$ cat src/rtl/frame_animation_sequencer_top_macros.svh
// assertion helpers for the frame animation sequencer
`ifndef FRAME_ANIMATION_SEQUENCER_TOP_MACROS_SVH
`define FRAME_ANIMATION_SEQUENCER_TOP_MACROS_SVH

// property checked at every clock edge outside reset
`define FAS_ASSERT_PROP(label, prop, msg) \
  label: assert property (@(posedge clk) disable iff (rst) prop) else $error(msg);

// plain condition that must hold at every clock edge outside reset
`define FAS_ASSERT_ALWAYS(label, expr, msg) \
  `FAS_ASSERT_PROP(label, (expr), msg)

`endif

$ cat src/rtl/fas_pkg.sv
`timescale 1ns / 1ps
// ---------------------------------------------------------------------------
// fas_pkg
// Shared types and constants of the frame animation sequencer.
// ---------------------------------------------------------------------------
package fas_pkg;

  localparam int DIV_W = 23;

  localparam logic [21:0] POS_MAX     = 22'h3FFFFF;
  localparam logic [15:0] LOOP_MAX    = 16'hFFFF;
  localparam logic [15:0] DEFAULT_DUR = 16'd100;

  localparam logic [1:0] PB_STOPPED = 2'd0;
  localparam logic [1:0] PB_PLAYING = 2'd1;
  localparam logic [1:0] PB_PAUSED  = 2'd2;

  localparam logic [1:0] REG_FRAME_COUNT  = 2'd0;
  localparam logic [1:0] REG_LOOP_LIMIT   = 2'd1;
  localparam logic [1:0] REG_FRAME_PERIOD = 2'd2;

  typedef enum logic [3:0] {
    OP_TICK       = 4'd0,
    OP_PLAY       = 4'd1,
    OP_PAUSE      = 4'd2,
    OP_STOP       = 4'd3,
    OP_TOGGLE     = 4'd4,
    OP_SEEK_FRAME = 4'd5,
    OP_SEEK_TIME  = 4'd6,
    OP_STEP_FWD   = 4'd7,
    OP_STEP_BACK  = 4'd8,
    OP_LOAD       = 4'd9
  } op_t;

  typedef enum logic [3:0] {
    S_IDLE,
    S_TOTAL,
    S_TOTAL_WALK,
    S_DISPATCH,
    S_WRAP_DIV,
    S_FFP,
    S_FFP_DIV,
    S_FFP_WALK,
    S_STEP_DIV,
    S_GOTO,
    S_GOTO_WALK,
    S_CD,
    S_CD_DIV,
    S_CD_READ,
    S_DONE
  } state_t;

endpackage

$ cat src/rtl/fas_div.sv
`timescale 1ns / 1ps
// ---------------------------------------------------------------------------
// fas_div
// Restoring serial divider, one quotient bit per cycle.
// ---------------------------------------------------------------------------
module fas_div (
  input  logic                      clk,
  input  logic                      rst,
  input  logic                      start,
  input  logic [fas_pkg::DIV_W-1:0] dividend,
  input  logic [fas_pkg::DIV_W-1:0] divisor,
  output logic                      done,
  output logic [fas_pkg::DIV_W-1:0] quotient,
  output logic [fas_pkg::DIV_W-1:0] remainder
);
  import fas_pkg::*;

  localparam int CW = $clog2(DIV_W + 1);

  logic [DIV_W-1:0] quo;
  logic [DIV_W-1:0] rem;
  logic [DIV_W-1:0] dsr;
  logic [CW-1:0]    cnt;
  logic             busy;
  logic [DIV_W:0]   shifted;
  logic             fits;

  // trial subtract of the shifted partial remainder
  assign shifted = {rem, quo[DIV_W-1]};
  assign fits    = shifted >= {1'b0, dsr};

  // control
  always_ff @(posedge clk) begin
    if (rst) begin
      busy <= 1'b0;
      done <= 1'b0;
      cnt  <= '0;
    end else begin
      done <= 1'b0;
      if (start) begin
        busy <= 1'b1;
        cnt  <= CW'(DIV_W);
      end else if (busy) begin
        cnt <= cnt - 1'b1;
        if (cnt == CW'(1)) begin
          busy <= 1'b0;
          done <= 1'b1;
        end
      end
    end
  end

  // datapath
  always_ff @(posedge clk) begin
    if (start) begin
      quo <= dividend;
      rem <= '0;
      dsr <= divisor;
    end else if (busy) begin
      quo <= {quo[DIV_W-2:0], fits};
      rem <= fits ? DIV_W'(shifted - {1'b0, dsr}) : shifted[DIV_W-1:0];
    end
  end

  assign quotient  = quo;
  assign remainder = rem;

endmodule

$ cat src/rtl/frame_animation_sequencer_top.sv
`timescale 1ns / 1ps
// simple operations in period mode pass through the total, dispatch, frame duration
// and done states; table mode walks the duration memory one entry per cycle (total
// length, then frame search or frame start), and divides use the serial divider;
// one request is processed at a time.
// reset is synchronous: playback state and registers clear, table contents stay
// undefined until loaded, no clearing pass
// ---------------------------------------------------------------------------
// frame_animation_sequencer_top
// Millisecond frame animation playback sequencer with a duration table memory.
// ---------------------------------------------------------------------------
`include "frame_animation_sequencer_top_macros.svh"

module frame_animation_sequencer_top #(
  parameter int MAX_FRAMES = 64
) (
  input  logic        clk,
  input  logic        rst,
  input  logic        cfg_we,
  input  logic [1:0]  cfg_index,
  input  logic [15:0] cfg_data,
  input  logic        s_tvalid,
  output logic        s_tready,
  // operation[3:0] frame_number[9:4] time_amount[31:10] frame_duration[47:32]
  input  logic [47:0] s_tdata,
  output logic        m_tvalid,
  input  logic        m_tready,
  // frame_index[5:0] frame_changed[6] playback[8:7] finished[9] loops_done[25:10]
  // current_duration[41:26] position_ms[63:42]
  output logic [63:0] m_tdata
);
  import fas_pkg::*;

  localparam int AW   = (MAX_FRAMES > 1) ? $clog2(MAX_FRAMES) : 1;
  localparam int NCAP = (MAX_FRAMES > 127) ? 127 : MAX_FRAMES;

  state_t state, state_next;

  // configuration
  logic [6:0]  frame_count;
  logic [15:0] loop_limit;
  logic [13:0] frame_period;

  // playback state
  logic [21:0] position;
  logic [6:0]  cur_frame;
  logic [15:0] loops_completed;
  logic [1:0]  play_state;
  logic        finished_flag;
  logic [21:0] total;

  // request
  op_t         op;
  logic [5:0]  fnum;
  logic [21:0] amt;
  logic [15:0] dur;
  logic [6:0]  old_frame;
  logic [6:0]  tgt;
  logic [15:0] cur_dur;

  // table walk
  logic [6:0]  iss_i;
  logic [6:0]  dat_i;
  logic [23:0] acc;
  logic        rd_vld;

  // duration memory
  logic [15:0] mem [MAX_FRAMES];
  logic [AW-1:0] rd_addr;
  logic [15:0] rd_data;
  logic        mem_we;

  // divider
  logic             div_start;
  logic [DIV_W-1:0] div_a;
  logic [DIV_W-1:0] div_b;
  logic             div_done;
  logic [DIV_W-1:0] div_q;
  logic [DIV_W-1:0] div_r;

  // derived values
  logic [6:0]  n_used;
  logic [6:0]  n_last;
  logic        is_tbl;
  logic [22:0] psum;
  logic [15:0] loops_inc;
  logic        tick_run;
  logic        tick_over;
  logic        tick_stop;
  logic        in_walk;
  logic [6:0]  walk_lim;
  logic        issue;
  logic [23:0] rd_sum;
  logic [21:0] rd_sum_sat;
  logic        walk_done;
  logic [6:0]  tgt_clamp;
  logic [20:0] prod_total;
  logic [20:0] prod_goto;
  logic [6:0]  q_clamp;

  assign n_used     = (frame_count > 7'(NCAP)) ? 7'(NCAP) : frame_count;
  assign n_last     = n_used - 7'd1;
  assign is_tbl     = (frame_period == '0);
  assign psum       = {1'b0, position} + {1'b0, amt};
  assign loops_inc  = (loops_completed == LOOP_MAX) ? loops_completed : loops_completed + 16'd1;
  assign tick_run   = (play_state == PB_PLAYING) && (n_used != '0) && (total != '0);
  assign tick_over  = psum >= {1'b0, total};
  assign tick_stop  = tick_over && (loop_limit != '0) && (loops_inc >= loop_limit);
  assign rd_sum     = acc + {8'b0, rd_data};
  assign rd_sum_sat = (rd_sum > {2'b0, POS_MAX}) ? POS_MAX : rd_sum[21:0];
  assign tgt_clamp  = (tgt > n_last) ? n_last : tgt;
  assign prod_total = n_used * frame_period;
  assign prod_goto  = tgt_clamp * frame_period;
  assign q_clamp    = (div_q > {16'b0, n_last}) ? n_last : div_q[6:0];

  // walk bounds and completion
  assign in_walk = (state == S_TOTAL_WALK) || (state == S_FFP_WALK) || (state == S_GOTO_WALK);
  always_comb begin
    walk_lim  = n_used;
    walk_done = 1'b0;
    case (state)
      S_TOTAL_WALK: walk_done = rd_vld && (dat_i == n_last);
      S_FFP_WALK:   walk_done = rd_vld && (({2'b0, position} < rd_sum) || (dat_i == n_last));
      S_GOTO_WALK: begin
        walk_lim  = cur_frame;
        walk_done = rd_vld && (dat_i == cur_frame - 7'd1);
      end
      default: walk_lim = n_used;
    endcase
  end
  assign issue = in_walk && (iss_i < walk_lim);

  // next state
  always_comb begin
    state_next = state;
    unique case (state)
      S_IDLE:       if (s_tvalid) state_next = S_TOTAL;
      S_TOTAL:      state_next = (n_used != '0 && is_tbl) ? S_TOTAL_WALK : S_DISPATCH;
      S_TOTAL_WALK: if (walk_done) state_next = S_DISPATCH;
      S_DISPATCH: begin
        state_next = S_CD;
        case (op)
          OP_TICK: begin
            if (tick_run && !tick_stop) state_next = tick_over ? S_WRAP_DIV : S_FFP;
          end
          OP_SEEK_FRAME, OP_STEP_BACK: if (n_used != '0) state_next = S_GOTO;
          OP_SEEK_TIME: if (total != '0) state_next = S_FFP;
          OP_STEP_FWD:  if (n_used != '0) state_next = S_STEP_DIV;
          default:      state_next = S_CD;
        endcase
      end
      S_WRAP_DIV:  if (div_done) state_next = S_FFP;
      S_FFP:       state_next = is_tbl ? S_FFP_WALK : S_FFP_DIV;
      S_FFP_DIV:   if (div_done) state_next = S_CD;
      S_FFP_WALK:  if (walk_done) state_next = S_CD;
      S_STEP_DIV:  if (div_done) state_next = S_GOTO;
      S_GOTO:      state_next = (is_tbl && tgt_clamp != '0) ? S_GOTO_WALK : S_CD;
      S_GOTO_WALK: if (walk_done) state_next = S_CD;
      S_CD: begin
        if (n_used == '0 || !is_tbl) state_next = S_DONE;
        else if (cur_frame < n_used) state_next = S_CD_READ;
        else state_next = S_CD_DIV;
      end
      S_CD_DIV:  if (div_done) state_next = S_CD_READ;
      S_CD_READ: state_next = S_DONE;
      S_DONE:    if (!m_tvalid || m_tready) state_next = S_IDLE;
      default:   state_next = S_IDLE;
    endcase
  end

  // control outputs: memory address, divider start and operands, table write, input ready
  always_comb begin
    div_start = 1'b0;
    div_a     = '0;
    div_b     = '0;
    rd_addr   = AW'(iss_i);
    mem_we    = 1'b0;
    s_tready  = (state == S_IDLE);
    unique case (state)
      S_DISPATCH: begin
        if (op == OP_TICK && tick_run && tick_over && !tick_stop) begin
          div_start = 1'b1;
          div_a     = psum;
          div_b     = {1'b0, total};
        end
        if (op == OP_STEP_FWD && n_used != '0) begin
          div_start = 1'b1;
          div_a     = DIV_W'(cur_frame) + DIV_W'(1);
          div_b     = DIV_W'(n_used);
        end
        mem_we = (op == OP_LOAD) && (int'(fnum) < MAX_FRAMES);
      end
      S_FFP: begin
        div_start = !is_tbl;
        div_a     = {1'b0, position};
        div_b     = DIV_W'(frame_period);
      end
      S_CD: begin
        rd_addr   = AW'(cur_frame);
        div_start = (n_used != '0) && is_tbl && (cur_frame >= n_used);
        div_a     = DIV_W'(cur_frame);
        div_b     = DIV_W'(n_used);
      end
      S_CD_DIV: rd_addr = AW'(div_r[6:0]);
      default:  rd_addr = AW'(iss_i);
    endcase
  end

  // duration memory, registered read
  always_ff @(posedge clk) begin
    if (mem_we) mem[AW'(fnum)] <= (dur > 16'd1) ? dur : DEFAULT_DUR;
    rd_data <= mem[rd_addr];
  end

  fas_div u_div (
    .clk       (clk),
    .rst       (rst),
    .start     (div_start),
    .dividend  (div_a),
    .divisor   (div_b),
    .done      (div_done),
    .quotient  (div_q),
    .remainder (div_r)
  );

  // state register, configuration and walk pipeline flag
  always_ff @(posedge clk) begin
    if (rst) begin
      state        <= S_IDLE;
      frame_count  <= '0;
      loop_limit   <= '0;
      frame_period <= '0;
      rd_vld       <= 1'b0;
    end else begin
      state  <= state_next;
      rd_vld <= issue;
      if (cfg_we) begin
        case (cfg_index)
          REG_FRAME_COUNT:  frame_count  <= cfg_data[6:0];
          REG_LOOP_LIMIT:   loop_limit   <= cfg_data;
          REG_FRAME_PERIOD: frame_period <= cfg_data[13:0];
          default:          frame_count  <= frame_count;
        endcase
      end
    end
  end

  // walk counters and accumulator
  always_ff @(posedge clk) begin
    if (!in_walk) begin
      iss_i <= '0;
      dat_i <= '0;
      acc   <= '0;
    end else begin
      if (issue) iss_i <= iss_i + 7'd1;
      if (rd_vld) begin
        acc   <= rd_sum;
        dat_i <= dat_i + 7'd1;
      end
    end
  end

  // request capture and playback state update
  always_ff @(posedge clk) begin
    if (rst) begin
      position        <= '0;
      cur_frame       <= '0;
      loops_completed <= '0;
      play_state      <= PB_STOPPED;
      finished_flag   <= 1'b0;
      total           <= '0;
      m_tvalid        <= 1'b0;
    end else begin
      if (m_tvalid && m_tready) m_tvalid <= 1'b0;
      case (state)
        S_IDLE: begin
          if (s_tvalid) begin
            op        <= op_t'(s_tdata[3:0]);
            fnum      <= s_tdata[9:4];
            amt       <= s_tdata[31:10];
            dur       <= s_tdata[47:32];
            old_frame <= cur_frame;
          end
        end
        S_TOTAL: begin
          if (n_used == '0) total <= '0;
          else if (!is_tbl) total <= 22'(prod_total);
        end
        S_TOTAL_WALK: if (walk_done) total <= rd_sum_sat;
        S_DISPATCH: begin
          case (op)
            OP_TICK: begin
              if (tick_run) begin
                if (tick_over) loops_completed <= loops_inc;
                if (tick_stop) begin
                  position      <= total;
                  cur_frame     <= n_last;
                  play_state    <= PB_STOPPED;
                  finished_flag <= 1'b1;
                end else if (!tick_over) begin
                  position <= psum[21:0];
                end
              end
            end
            OP_PLAY, OP_TOGGLE: begin
              if (op == OP_TOGGLE && play_state == PB_PLAYING) begin
                play_state <= PB_PAUSED;
              end else begin
                play_state <= PB_PLAYING;
                if (finished_flag) begin
                  loops_completed <= '0;
                  finished_flag   <= 1'b0;
                  if (n_used != '0) begin
                    cur_frame <= '0;
                    position  <= '0;
                  end
                end
              end
            end
            OP_PAUSE: play_state <= PB_PAUSED;
            OP_STOP, OP_LOAD: begin
              if (op == OP_STOP) play_state <= PB_STOPPED;
              position        <= '0;
              cur_frame       <= '0;
              loops_completed <= '0;
              finished_flag   <= 1'b0;
            end
            OP_SEEK_FRAME: tgt <= {1'b0, fnum};
            OP_SEEK_TIME:  if (total != '0) position <= (amt > total) ? total : amt;
            OP_STEP_BACK:  tgt <= (cur_frame == '0) ? n_last : cur_frame - 7'd1;
            default:       tgt <= tgt;
          endcase
        end
        S_WRAP_DIV: if (div_done) position <= div_r[21:0];
        S_FFP_DIV:  if (div_done) cur_frame <= q_clamp;
        S_FFP_WALK: if (walk_done) cur_frame <= dat_i;
        S_STEP_DIV: if (div_done) tgt <= div_r[6:0];
        S_GOTO: begin
          cur_frame <= tgt_clamp;
          if (!is_tbl) position <= 22'(prod_goto);
          else if (tgt_clamp == '0) position <= '0;
        end
        S_GOTO_WALK: if (walk_done) position <= rd_sum_sat;
        S_CD: begin
          if (n_used == '0) cur_dur <= DEFAULT_DUR;
          else if (!is_tbl) cur_dur <= {2'b0, frame_period};
        end
        S_CD_READ: cur_dur <= rd_data;
        S_DONE: begin
          if (!m_tvalid || m_tready) begin
            m_tvalid <= 1'b1;
            m_tdata  <= {position, cur_dur, loops_completed, finished_flag, play_state,
                         (op == OP_TICK) && (cur_frame != old_frame), cur_frame[5:0]};
          end
        end
        default: total <= total;
      endcase
    end
  end

  // checks
  `FAS_ASSERT_PROP(a_div_done_waited, div_done |-> (state == S_WRAP_DIV || state == S_FFP_DIV || state == S_STEP_DIV || state == S_CD_DIV), "divider result with no one waiting")
  `FAS_ASSERT_ALWAYS(a_finished_not_playing, !(finished_flag && play_state == PB_PLAYING), "finished while playing")
  `FAS_ASSERT_PROP(a_accept_starts, (s_tvalid && s_tready) |=> (state == S_TOTAL), "accepted request not processed")
  `FAS_ASSERT_PROP(a_walk_in_range, (rd_vld && in_walk) |-> (dat_i < walk_lim), "table walk past its bound")

endmodule
$ cat config.mk
export PLATFORM = sky130hd
export DESIGN_NAME = frame_animation_sequencer_top
export DESIGN_NICKNAME = d
export VERILOG_FILES = /design/src/rtl/fas_pkg.sv /design/src/rtl/fas_div.sv /design/src/rtl/frame_animation_sequencer_top.sv
export VERILOG_INCLUDE_DIRS = /design/src /design/src/rtl
export SDC_FILE = /design/constraint.sdc
export NUM_CORES = 2
export LEC_CHECK = 0
export BUFFER_PORTS_ARGS = -buffer_cell sky130_fd_sc_hd__buf_2
export CAP_MARGIN = 20
export CORE_ASPECT_RATIO = 1.25
export CORE_MARGIN = 2
export CORE_UTILIZATION = 50
export DETAILED_ROUTE_END_ITERATION = 12
export PLACE_DENSITY = 0.71
export SKIP_LAST_GASP = 1
export SYNTH_ARGS = -nofsm -noshare
export SYNTH_HDL_FRONTEND = slang
export SYNTH_SLANG_ARGS = --single-unit
$ cat constraint.sdc
create_clock -name clk -period 22.3 [get_ports clk]
set_input_delay 0 -clock clk [delete_from_list [all_inputs] [get_ports clk]]
set_output_delay 0 -clock clk [all_outputs]
set_load 0.005 [all_outputs]
==> metrics.md <==
| Metric | Value |
|---|---|
| DP Worst Slack | 13.11 ns |
| Worst path arrival time | 10.01 ns |
| Final Max Tran Viols | 0 |
| Final Hold Fails | 0 |
| Post-DP HPWL | 142000 um |
| Diode count | 0 |
| Power Total | 6.68 mW |
| First-pass GRT wire length | 323000 um |
| Crit Path Class | reg2reg |
| CP Max Fanout | 33 |
| Final Util | 56.6% |
| Crit-path slowest cell | o311ai_0 |
| Iter 0 DRT Violations | 5957 |
| CP required | between 20 and 25 ns |
| Ys async rst share | 0% |
| Worst setup SP type | flip-flop |
| Post CTS Setup Buffer Count | 0 |
| Period minus WS final | 9.29 ns |
| I/O Pins | 137 |
| Final GP Congestion | 1.03 |
| Reg-to-reg critical path endpoint | position[20] |
| Root Buffer | clkbuf_16 |
| Die X | 340 um |
| Post-CTS sizing | 0 |
| Routed WL | 218000 um |
| Worst Hold Endpoint | frame_period[9] |
| Sequential share of the synthesized area | 57.0% |
| Initial antenna violation count | 11 |
| Setup violations, final | 0 |
| Layout cells sized above 1 | under 10% |
| Port bufs | 136 |
| Netlist Area Pre-Place | 70700 sq um |
| Final setup margin | ~13 ns |
| Post-DR wirelength/cell | between 20 and 30 um |
| Period utilisation layout | 41.7% |
| CTS Buf Count | 143 |
| Avg Synthesized Cell Area | roughly 11 sq um |
| Status | completed |
| Via count | 52800 |
| Largest net degree at the start of global routing | 187 |
| Hold Startpoint | cfg_data[9] |
| Fmax | 108 MHz |
| Worst r2r src | frame_count[6] |
| Starting density of the core | between 50% and 60% |
| Worst Hold Depth | 4 |
| Residual DRC count | 0 |
| Area grow syn2layout | 12.6% |
| Hold Crit Class | in2reg |
| Vias in the first global route | 51400 |
| PD cells | between 80 and 90 nW/um^2 |
| Top_reg_cell synth | edfxtp_1 |
| Cell family with most CP delay | compound AO/OA/AOI/OAI gates |
| Area of the die | approximately 140000 sq um |
| Leak | between 20 and 30 nW |
| Slew headroom | 18.4% |
| Crit path largest cell delay | 0.63 ns |
| Drt first pass iters | 9 |
| Filler instances | 11600 |
| CTS H-Tree Depth | 4 |
| Setup slack, reg-to-reg | approximately 13 ns |
| GRT Residual Overflow | 0 |
| Clk Latency, worst-skew pair | 0.81 ns |
| Final nets | 6983 |
| CTS tree | built |
| Core area | 141000 sq um |
| Max-cap violation count | 0 |
| CP Capture Type | flip-flop |
| Clock skew | just over 0.06 ns |
| Hold slack | 0.0623 ns |
| Synthesized flop and latch total | approximately 1400 |
| Warnings from Yosys | 0 |
| RSZ-0062 raised after global routing | false |
| Setup_tns | 0 ns |
| Rows | around 150 |
| R2R depth | 34 |
| Vias per Instance | between 6 and 7 |
| Clk buf depth | 3 |
| Post-route ant nets | 0 |
| Clock-pin slew on the worst setup and hold paths | 0.06 ns |
| Slew @ Worst Pin | between 1 and 1.5 ns |
| CP bufs+invs | 9 |
| Post-synth EDFFs | 1211 |
| Post-synthesis cell count | 6395 |
| Max VDD drop | approximately 0.000079 V |
| Distinct cells, synth | 88 |
| Total GRT Usage | 29.7% |
| Syn_nets | 6833 |
| Clock sink count | 1408 |
| Die Height | ~420 um |
| Top cell by count, worst path | inv_1 |
-- routing by layer --
layer	track usage (%)	routed length [um]	vias up
met5	0	82	-
met4	17.8	14600	12
met3	5.53	17800	611
met2	49.8	105000	2490
met1	35.8	80300	25900
li1	-	-	23800
-- where the power goes --
group | switching (mW) | total (mW) | leakage, nW | internal (mW)
logic | 0.791 | 1.19 | 14.2 | 0.396
registers | 0.112 | 3.07 | 12.5 | 2.96
clock network | 1.06 | 2.42 | 2.30 | 1.36
total | 1.96 | 6.68 | 29.0 | 4.72
-- logic make-up after synthesis --
group | Yosys count | synth area share, %
mux | 81 | 1.20
fa+ha+maj | 367 | 7.78
flops | 1408 | 57.0
compound gates | 1336 | 13.3
simple gates | 2345 | 15.0
xor+xnor | 147 | 1.84
buf+inv | 711 | 3.84
-- through the flow --
stage / std cells / instance area, sq um
final: 8528 / 79600
after global routing: 8528 / 79600
after CTS: 8527 / 79600
after detailed placement: 8144 / 73600
after global placement: 8144 / 73600
after floorplan: 6395 / 70700
-- flip-flops by register name, indices dropped and copies added (netlist names), 14 cells and up --
register,flops
cur_dur,16
rd_data,16
mem,1024
loop_limit,16
m_tdata,64
acc,24
u_div.dsr,22
position,22
loops_completed,16
dur,16
u_div.quotient,23
frame_period,14
total,22
u_div.remainder,23
amt,22
-- how the worst max path moves through the flow --
stage,endpoint,cells after the start,slack [ns],start
3_5_place_dp,position[20],34,13.11,frame_count[6]
6_report,position[20],34,13.01,frame_count[6]
4_1_cts,position[20],34,13.09,frame_count[6]
5_1_grt,position[20],34,12.49,frame_count[6]
2_1_floorplan,position[17],35,13.92,frame_count[6]
3_3_place_gp,position[20],34,13.29,frame_count[6]
-- placed cells by master (no fill, tap or decap), types with 36 or more instances in the layout --
master,netlist,layout
xnor2_1,96,96
and2_1,92,90
a311oi_1,214,213
dfxtp_1,197,197
fa_1,121,121
a21oi_1,317,316
nor2_1,330,327
ha_1,246,246
edfxtp_1,1211,1211
nand2_1,1148,1147
xor2_1,50,50
mux2i_1,48,48
clkbuf_16,0,144
a211oi_1,231,231
inv_1,264,264
o21ai_0,140,139
dlygate4sd3_1,0,127
a31oi_1,89,87
nor2b_1,60,60
buf_4,4,184
nor3_1,46,44
nand3_1,327,327
o21a_1,36,36
and3_1,158,157
buf_2,23,135
-- worst min-delay path: cells and delay by family --
family / cells / cell delay, ns
AO/OA/AOI/OAI: 1 / 0.05
AND/OR/NAND/NOR: 1 / 0.05
buffers and inverters: 2 / 0.66
-- layout make-up --
| class | count | area [sq um] | share of cell area (%) |
|---|---|---|---|
| flip-flops and latches | 1408 | 40300 | 50.6 |
| multi-input cells | 4276 | 27900 | 35.0 |
| clock buffers | 163 | 3700 | 4.65 |
| repair buffers | 451 | 3420 | 4.29 |
| well taps | 1872 | 2340 | 2.94 |
| clock inverters | 93 | 1020 | 1.28 |
| inverters | 265 | 995 | 1.25 |
-- cell usage after synthesis (23+ instances only) --
cell,count,share of area [%]
nand4_1,35,0.31
and3_1,158,1.4
a311oi_1,214,2.7
nor2_1,330,1.8
buf_2,23,0.16
a31oi_1,89,0.79
a21oi_1,317,2.2
nand2b_1,32,0.28
mux2_2,33,0.53
ha_1,246,4.4
nor4_1,28,0.25
nor3_1,46,0.33
nor2b_1,60,0.53
mux2i_1,48,0.68
fa_1,121,3.4
buf_1,29,0.15
a21o_1,35,0.37
nand3_1,327,2.3
o211ai_1,26,0.28
and2_1,92,0.81
xnor2_1,96,1.2
inv_1,264,1.4
edfxtp_1,1211,51
xor2_1,50,0.62
clkbuf_1,385,2.0
o21a_1,36,0.38
dfxtp_1,197,5.6
nand2_1,1148,6.1
o21ai_0,140,0.99
a211oi_1,231,2.5
-- repair_timing --
action                                  4_1_cts  5_1_grt
hold buffers                                127        0
hold endpoints to repair                    132        0
endpoints found under the setup margin        0        0
Note: power is estimated with default switching activity, not from simulation.
